### src/hw/rtl/oli_pkg.sv
// ----------------------------------------------------------------------------
// oli_pkg: shared types and codes for the ordered list
// Holds the opcode and status codes of the list transactions, the control
// state of the top level and the command kinds given to the cell chain.
// ----------------------------------------------------------------------------
package oli_pkg;

   // entry payload width
   localparam int ValueWidth = 32;

   // opcodes carried on req_tuser
   localparam logic [1:0] OP_INSERT = 2'd0;
   localparam logic [1:0] OP_DELETE = 2'd1;
   localparam logic [1:0] OP_READ   = 2'd2;

   // status codes carried on rsp_tuser
   localparam logic [1:0] STAT_OK    = 2'd0;
   localparam logic [1:0] STAT_FULL  = 2'd1;
   localparam logic [1:0] STAT_EMPTY = 2'd2;
   localparam logic [1:0] STAT_NOPOS = 2'd3;

   // top level control state
   typedef enum logic {
      FSM_IDLE,
      FSM_READ
   } fsm_state_type;

   // what every cell of the chain is told to do
   typedef enum logic [1:0] {
      CMD_HOLD,
      CMD_INSERT,
      CMD_DELETE,
      CMD_ROTATE
   } cmd_kind_type;

endpackage

### src/hw/rtl/oli_cell.sv
// ----------------------------------------------------------------------------
// oli_cell: one storage cell of the list chain
// Holds one entry and, on command, takes the new value, the entry of its
// left or right neighbor, or the head entry to close a rotation.
// ----------------------------------------------------------------------------
module oli_cell #(
   parameter int IDX = 0,
   parameter int CW  = 7
) (
   input  logic                           clock,
   input  oli_pkg::cmd_kind_type          cmd,
   input  logic [CW-1:0]                  slot,
   input  logic [CW-1:0]                  count,
   input  logic [oli_pkg::ValueWidth-1:0] ins_value,
   input  logic [oli_pkg::ValueWidth-1:0] prev_value,
   input  logic [oli_pkg::ValueWidth-1:0] next_value,
   input  logic [oli_pkg::ValueWidth-1:0] first_value,
   output logic [oli_pkg::ValueWidth-1:0] value
);

   localparam logic [CW-1:0] IdxC  = CW'(IDX);
   localparam logic [CW-1:0] IdxP1 = CW'(IDX + 1);

   logic [oli_pkg::ValueWidth-1:0] value_ff;
   logic [oli_pkg::ValueWidth-1:0] value_in;

   // next entry of this cell
   always_comb begin
      value_in = value_ff;
      case (cmd)
         oli_pkg::CMD_INSERT: begin
            if (IdxC == slot) begin
               value_in = ins_value;
            end else if ((IdxC > slot) && (IdxC <= count)) begin
               value_in = prev_value;
            end
         end
         oli_pkg::CMD_DELETE: begin
            if ((IdxC >= slot) && (IdxP1 < count)) begin
               value_in = next_value;
            end
         end
         oli_pkg::CMD_ROTATE: begin
            if (IdxP1 < count) begin
               value_in = next_value;
            end else if (IdxP1 == count) begin
               value_in = first_value;
            end
         end
         default: begin
            value_in = value_ff;
         end
      endcase
   end

   // entry storage, payload only
   always_ff @(posedge clock) begin
      value_ff <= value_in;
   end

   assign value = value_ff;

endmodule

### config.mk
export PLATFORM = sky130hd
export DESIGN_NAME = oli_cell
export DESIGN_NICKNAME = d
export VERILOG_FILES = /design/src/hw/rtl/oli_pkg.sv /design/src/hw/rtl/oli_cell.sv
export SDC_FILE = /design/constraint.sdc
export NUM_CORES = 1
export LEC_CHECK = 0
export ABC_AREA = 1
export BUFFER_PORTS_ARGS = -buffer_cell sky130_fd_sc_hd__buf_2
export CORE_ASPECT_RATIO = 0.9
export CORE_MARGIN = 3
export CORE_UTILIZATION = 42
export DETAILED_ROUTE_END_ITERATION = 12
export PLACE_DENSITY = 0.82
export SLEW_MARGIN = 30
export SYNTH_ARGS = -nofsm -noshare
export SYNTH_HDL_FRONTEND = slang
export SYNTH_SLANG_ARGS = --single-unit
### constraint.sdc
create_clock -name clock -period 3.5 [get_ports clock]
set_input_delay 0.175 -clock clock [delete_from_list [all_inputs] [get_ports clock]]
set_output_delay 0.175 -clock clock [all_outputs]
set_load 0.01 [all_outputs]
Word level (Yosys, flattened, before mapping)

Index checks and enable logic that the tools add are counted.

Register bits: 32
Latch bits: 0
Memory bits (writable): 0
Memory bits (read-only): 0
Bits of input ports: 145
Output and inout bits: 32
Logic and storage cells: 23
Memories kept: 0

Add/sub/neg operators: 0
Multipliers: 0
Div/mod/pow operators: 0
Order comparisons: 4
Equal/unequal tests: 7
Shifts and indexed selects: 0
Mux-type cells: 6
Bitwise logic cells: 0
Reductions and logical operators: 5

Operator list:

| kind               | count |
|---|---|
| $mux 32            | 5 |
| $pmux 32 s3        | 1 |
| $eq 1x7->1 const A | 1 |
| $ge 1x7->1 const A | 1 |
| $gt 1x7->1 const A | 1 |
| $le 1x7->1 const A | 1 |
| $logic_not 7->1    | 1 |
| $lt 1x7->1 const A | 1 |
| $ne 3x3->1 const B | 2 |
| $eq 2x2->1 const B | 2 |
| $reduce_and 4->1   | 1 |
| $reduce_bool 3->1  | 1 |
| $eq 2x1->1 const B | 1 |
| $logic_and 1x1->1  | 2 |
| $ne 2x2->1 const B | 1 |

Depth between registers and ports, before layout

Gate-level depths: netlist of run 1.

Depth after elaboration: 5
Depth in mapped cells: 7
Gate-level depth less buffers: 6

Worst setup path after synthesis of run 1

No wires, ideal clock.

Path kind: in2reg
Start point: input port slot[1]
End point: register value_ff, in the netlist value[0], enable pin
Setup time: 0.421 ns
Arrival: 2.121 ns
Required time: 3.079 ns
Setup slack: 0.958 ns
Stages: 6
Path buffers: 1
Cell sequence: nor2_1 > nand2_1 > clkbuf_1 > o21ai_0 > nand2_1 > nor2_1

Word-level cells in the longest chain between the ends: 4
Elaborated cells on any way between the ends: 8
Classes of those cells: order compare: 2; eq/ne: 2; reduce/logical: 4

RTL lines:

| element                                                   | RTL line                       | source |
|---|---|---|
| from (decl)                                               | oli_cell.sv:12                 | `input logic [CW-1:0] slot,` |
| $gt 1x7->1 or $ge 1x7->1 (tied branches)                  | oli_cell.sv:34, oli_cell.sv:39 |  |
| $logic_and 1x1->1, on equally long branches               | oli_cell.sv:34, oli_cell.sv:39 |  |
| $ne 3x3->1 (no source line) or $ne 2x2->1 (tied branches) | -                              |  |
| $reduce_and 4->1 (no source line) (*)                     | -                              |  |
| to (signal assigned)                                      | oli_cell.sv:58                 | `value_ff <= value_in;` |
| to (decl)                                                 | oli_cell.sv:24                 | `logic [oli_pkg::ValueWidth-1:0] value_ff;` |

Mark *: on every way between the ends. The rest lies on a longest branch, timed or not.
A chain may end at the register's enable or synchronous reset.

Worst setup path in the final report of run 1

Start point: input port slot[1]
End point: register value_ff, in the netlist value[10], enable pin

Same word-level chain as after synthesis.

==> out/qor.csv, run 1 <==
stage,metric,value,unit
placement,Final GP Congestion,0.8654,
worst_setup_path,crit path capture type,register,
timing,RSZ-0062 raised after global routing,no,
worst_setup_path,CP endpoint,value[10],
synth,sequential fraction of the synthesis area,0.3671,
worst_setup_path,Crit path arrival time,1760,ps
timing,setup ws final,1634,ps
placement,pre-CTS WS,1252,ps
timing,Slew headroom,0.3590,
drt,Routed Antenna Nets,0,
finish,final core area utilization,0.6128,
clocking,Clock Tree Root,clkbuf_8,
synth,YS warnings,0,
die,die width,89.22,um
clocking,CTS max path bufs,2,
drt,total number of vias,3193,
synth,Netlist cell types,17,
timing,fin crit share,0.5332,
synth,dominant cell type by area after synthesis,edfxtp_1,
clocking,CTS sink cnt,32,
die,io pins,177,
worst_setup_path,Worst Path Required,3390,ps
timing,Final Slew Violations,0,
finish,area grow syn2layout,37.09,%
timing,slew of the pin with the lowest slew margin,959.3,ps
synth,dominant cells by area after synthesis,"edfxtp_1 37%, nand3_1 21%, inv_1 15%",
timing,Fmax,535.9,MHz
finish,layout cells sized above 1,0.3480,
die,Die ar.,0.007217,mm2
finish,n_diodes,0,
drt,DR WL/cell,13.60,um
timing,Tmin final,1866,ps
min_path,HP Class,in2reg,
drt,Routed WL,8692,um
synth,#FFs+latches synth,32,
global_route,largest net degree at the start of global routing,34,
clocking,clock buffer count from CTS,5,
die,Initial Util,0.4470,
timing,Final Hold Viols,0,
die,Core Rows,26,
drt,DRC Markers,0,
timing,setup_tns,0,ps
clocking,Clock Pin Slew Worst Setup and Hold Paths,60,ps
global_route,Tot GR Track Use,0.2295,
pwr,Lkg Pwr,2.005,nW
synth,Synth top area share,0.3671,
pwr,pwr dens,275.2,mW/mm2
drt,drt initial violations,216,
placement,I/O Buffers,176,
finish,max reg flops,32,
synth,Syn Std Cell Area,0.002618,mm2
global_route,gr ovfl total,0,
drt,drt pass-1 iters,4,
clocking,Post-CTS Setup Bufs,0,
drt,DR vias/cell,4.997,
worst_setup_path,crit-path max FO,32,
timing,WHS,193.9,ps
job,max_cap viols,0,
die,die height,80.90,um
run_status,run status,finished clean,
clocking,hold buffer count at cts,0,
clocking,H-Tree Level Count,2,
clocking,CTS resizes,0,
placement,Post-DP HPWL,6561,um
pwr,worst vdd ir,0.0001275,V
synth,Post-Synthesis Cells,405,
finish,Final Net Count,714,
global_route,vias in the first global route,2933,
global_route,antenna violations before repair,0,
synth,Synth Net Count,550,
worst_setup_path,critical path class,in2reg,
worst_setup_path,Critical Path Start Type,primary input,
synth,average instance area after synthesis,6.463,um2
timing,# setup viols final,0,
global_route,first-pass GRT wire length,13030,um
die,Core Area,0.005856,mm2
worst_setup_path,CP startpoint,slot[1],
clocking,CTS tree,built,
min_path,worst hold start,next_value[21],
worst max-delay path, stage by stage:
cell and delay (ps):
buf_2 90, nor2_1 90, nand2_1 290, o21ai_0 250
nand2_1 110, nor2_4 740
area by class of cell:
class | instances | area, um2
fill | 559 | 2267
multi-input combinational | 247 | 1174
sequential | 32 | 960.9
timing repair buffer | 178 | 895.9
inverter | 105 | 394.1
tap | 70 | 87.58
clock buffer | 5 | 68.82
clock inverter | 2 | 7.507
metal layers:
metal / global-route usage / vias to the layer above / wire length [um] / share of wire
met3: 0.05578 / 14 / 868 / 0.10
li1: - / 1595 / - / -
met2: 0.3918 / 174 / 4194 / 0.48
met1: 0.2883 / 1410 / 3519 / 0.40
met5: 0 / - / 0 / 0
met4: 0.06250 / 0 / 110 / 0.013
metrics by stage:
stage | cell area, um2 | std cells | power (W)
after CTS | 3588 | 639 | 0.0009902
after global placement | 3507 | 632 | 0.0007269
after global routing | 3588 | 639 | 0.001041
after detailed placement | 3512 | 632 | 0.0007332
after floorplan | 2618 | 405 | 0.0005982
final | 3588 | 639 | 0.0009877
kinds of logic after synthesis:
| kind of cell | share of synthesized area |
|---|---|
| flip-flops | 0.3671 |
| AND/OR/NAND/NOR | 0.3795 |
| AO/OA/AOI/OAI | 0.06310 |
| buffers and inverters | 0.1902 |
cell usage after synthesis (all sizes together):
cell	number
edfxtp	32
nor2	11
nand3	113
nor3	1
buf	13
clkbuf	8
o21ai	33
inv	105
nand2	89
worst min-delay path by stage:
stage	to	slack, ps	cells past startpoint
3_5_place_dp	value[21]	470	3
6_report	value[21]	190	3
3_3_place_gp	value[21]	470	3
5_1_grt	value[20]	200	3
4_1_cts	value[21]	190	3
2_1_floorplan	value[0]	380	2
cells in the final DEF, fill, tap and decap left out:
cell	count
buf_2	176
nand3_1	112
inv_1	101
nand2_1	87
o21ai_0	33
edfxtp_1	32
nor2_4	5
clkbuf_8	5
inv_2	4
nor2_1	3
nor2_2	3
nand2_2	2
clkinv_1	2
buf_4	2
nand3_4	1
nor3_1	1
power by group:
part | internal (W) | total [W] | leakage, nW | switching (W)
sequential | 0.000459 | 0.000467 | 0.293 | 0.00000784
clock | 0.000131 | 0.000261 | 0.0391 | 0.000130
combinational | 0.000115 | 0.000260 | 1.67 | 0.000145
Power figures use the tool's default switching activity.
==> run 2, diff against run 1 <==
--- a/config.mk
+++ b/config.mk
@@ -9,9 +9,9 @@
 export BUFFER_PORTS_ARGS = -buffer_cell sky130_fd_sc_hd__buf_2
 export CORE_ASPECT_RATIO = 0.9
 export CORE_MARGIN = 3
-export CORE_UTILIZATION = 42
+export CORE_UTILIZATION = 38
 export DETAILED_ROUTE_END_ITERATION = 12
-export PLACE_DENSITY = 0.82
+export PLACE_DENSITY = 0.78
 export SLEW_MARGIN = 30
 export SYNTH_ARGS = -nofsm -noshare
 export SYNTH_HDL_FRONTEND = slang
==> constraint.sdc (replaced) <==
create_clock -name clock -period 1.7 [get_ports clock]
set_input_delay 0.085 -clock clock [delete_from_list [all_inputs] [get_ports clock]]
set_output_delay 0.085 -clock clock [all_outputs]
set_load 0.01 [all_outputs]
==> run 2 against run 1 <==
Net effect: count of clock-buffer cells in the layout stayed put; worst setup slack worse by 1400 ps; hold slack worse by 85 ps; cell count is 4.7% higher; sequential share of layout area is 0.87 points lower; clock power is 98% higher; flip-flop and latch count stayed put.
==> out/qor.csv, run 2 (synthesis gave the netlist of run 1 again) <==
stage,metric,value,unit
pwr,worst vdd ir,0.0002298,V
timing,fin crit share,0.8736,
timing,Final Hold Viols,0,
placement,Placed Area,0.003632,mm2
placement,Post-DP HPWL,6672,um
pwr,power share of the sequential group,0.474,
finish,area grow syn2layout,41.68,%
drt,DR WL/cell,13.36,um
die,die height,84.74,um
worst_setup_path,crit path capture type,register,
worst_setup_path,Critical Path Start Type,primary input,
drt,drt pass-1 iters,5,
pwr,Psw,0.0005658,W
timing,setup_tns,0,ps
global_route,antenna violations before repair,0,
worst_setup_path,CP cell instances,"buf_2, nor2_1, nand2_1, o21ai_0, nand2_1, nor2_4",
worst_setup_path,Critical Path Most Common Cell,nand2_1,
worst_setup_path,crit-path max FO,32,
pwr,Sw Share,0.2784,
finish,layout cells sized above 1,0.3575,
min_path,HP Class,in2reg,
global_route,Tot GR Track Use,0.2208,
pwr,pwr dens,548.0,mW/mm2
clocking,clock buffer count from CTS,5,
die,Core Area,0.006621,mm2
timing,RSZ-0062 raised after global routing,no,
pwr,Lkg Pwr,2.060,nW
global_route,gr ovfl total,0,
worst_setup_path,Crit path arrival time,1380,ps
timing,# setup viols final,0,
timing,WHS,108.8,ps
drt,total number of vias,3223,
drt,DRC Markers,0,
clocking,H-Tree Level Count,2,
global_route,first-pass GRT wire length,13900,um
drt,drt initial violations,141,
min_path,hold path depth,3,
job,max_cap viols,0,
worst_setup_path,Worst Path Required,1590,ps
finish,Final Net Count,724,
pwr,Clk pwr share,0.255,
finish,Final Cell Area,0.003709,mm2
timing,setup ws final,214.8,ps
finish,"most common cell after layout, fill and taps aside",buf_2,
placement,I/O Buffers,176,
placement,Final GP Congestion,0.8767,
timing,Slew headroom,0.4135,
clocking,CTS max path bufs,2,
drt,Routed WL,8937,um
clocking,hold buffer count at cts,0,
clocking,CTS tree,built,
die,Initial Util,0.3953,
finish,most frequent cells in the layout,"176 x buf_2, 112 x nand3_1, 102 x inv_1, 87 x nand2_1, 33 x o21ai_0",
clocking,Post-CTS Setup Bufs,0,
finish,n_diodes,0,
timing,Tmin final,1485,ps
worst_setup_path,slowest CP cell,nor2_4,
timing,Fmax,673.3,MHz
worst_setup_path,"slowest stage delay, CP",670,ps
clocking,CTS sink cnt,32,
pwr,total power,0.002032,W
die,Die ar.,0.007921,mm2
die,Core Rows,28,
pwr,P_int,0.001467,W
timing,Final Slew Violations,0,
die,io pins,177,
global_route,largest net degree at the start of global routing,34,
placement,pre-CTS WS,-93.13,ps
clocking,Clock Pin Slew Worst Setup and Hold Paths,70,ps
drt,DR vias/cell,4.818,
die,die width,93.49,um
run_status,run status,finished clean,
clocking,Clock Tree Root,clkbuf_8,
clocking,CTS resizes,0,
finish,max reg flops,32,
global_route,vias in the first global route,3041,
timing,slew of the pin with the lowest slew margin,877.7,ps
drt,Routed Antenna Nets,0,
pwr,combinational power share,0.271,
worst_setup_path,critical path class,in2reg,
run 2: cell count changes in the layout (fill, tap and decap cells not counted), sizes merged:
cell	delta
buf	+10
run 2: cell type report:
cell class / count / area, um2
clock buffer: 5 / 68.82
clock inverter: 2 / 7.507
fill: 650 / 2913
inverter: 105 / 394.1
multi-input combinational: 247 / 1169
sequential: 32 / 960.9
tap: 90 / 112.6
timing repair buffer: 188 / 996.0
run 2: per-stage QoR:
step / std cells / utilization
detailed placement: 662 / 0.5486
finish: 669 / 0.5601
global placement: 662 / 0.5486
global route: 669 / 0.5601
floorplan: 405 / -
CTS: 669 / 0.5601
run 2: power by group through the flow:
stage	Sequential, W	Clock (W)	Combinational [W]
2_1_floorplan	0.00101	0	0.000223
3_3_place_gp	0.000977	0	0.000542
3_5_place_dp	0.000978	0	0.000553
4_1_cts	0.000962	0.000530	0.000554
5_1_grt	0.000968	0.000566	0.000619
6_report	0.000963	0.000518	0.000552
run 2: worst max-delay path: cells and delay by family:
kind                   cells  cell delay (ps)
AND/OR/NAND/NOR            4              990
buffers and inverters      1              100
AO/OA/AOI/OAI              1              170
run 2: worst paths after layout:
path	start	to	slack [ps]
worst min-delay path	next_value[6]	value[6]	110
worst max-delay path	slot[4]	value[16]	210
run 2: per-layer routing:
| layer | vias to the layer above | wire length [um] | global-route usage |
|---|---|---|---|
| li1 | 1618 | - | - |
| met4 | 0 | 54 | 0.03728 |
| met3 | 4 | 939 | 0.05018 |
| met1 | 1420 | 3498 | 0.2750 |
| met5 | - | 0 | 0 |
| met2 | 181 | 4446 | 0.3935 |
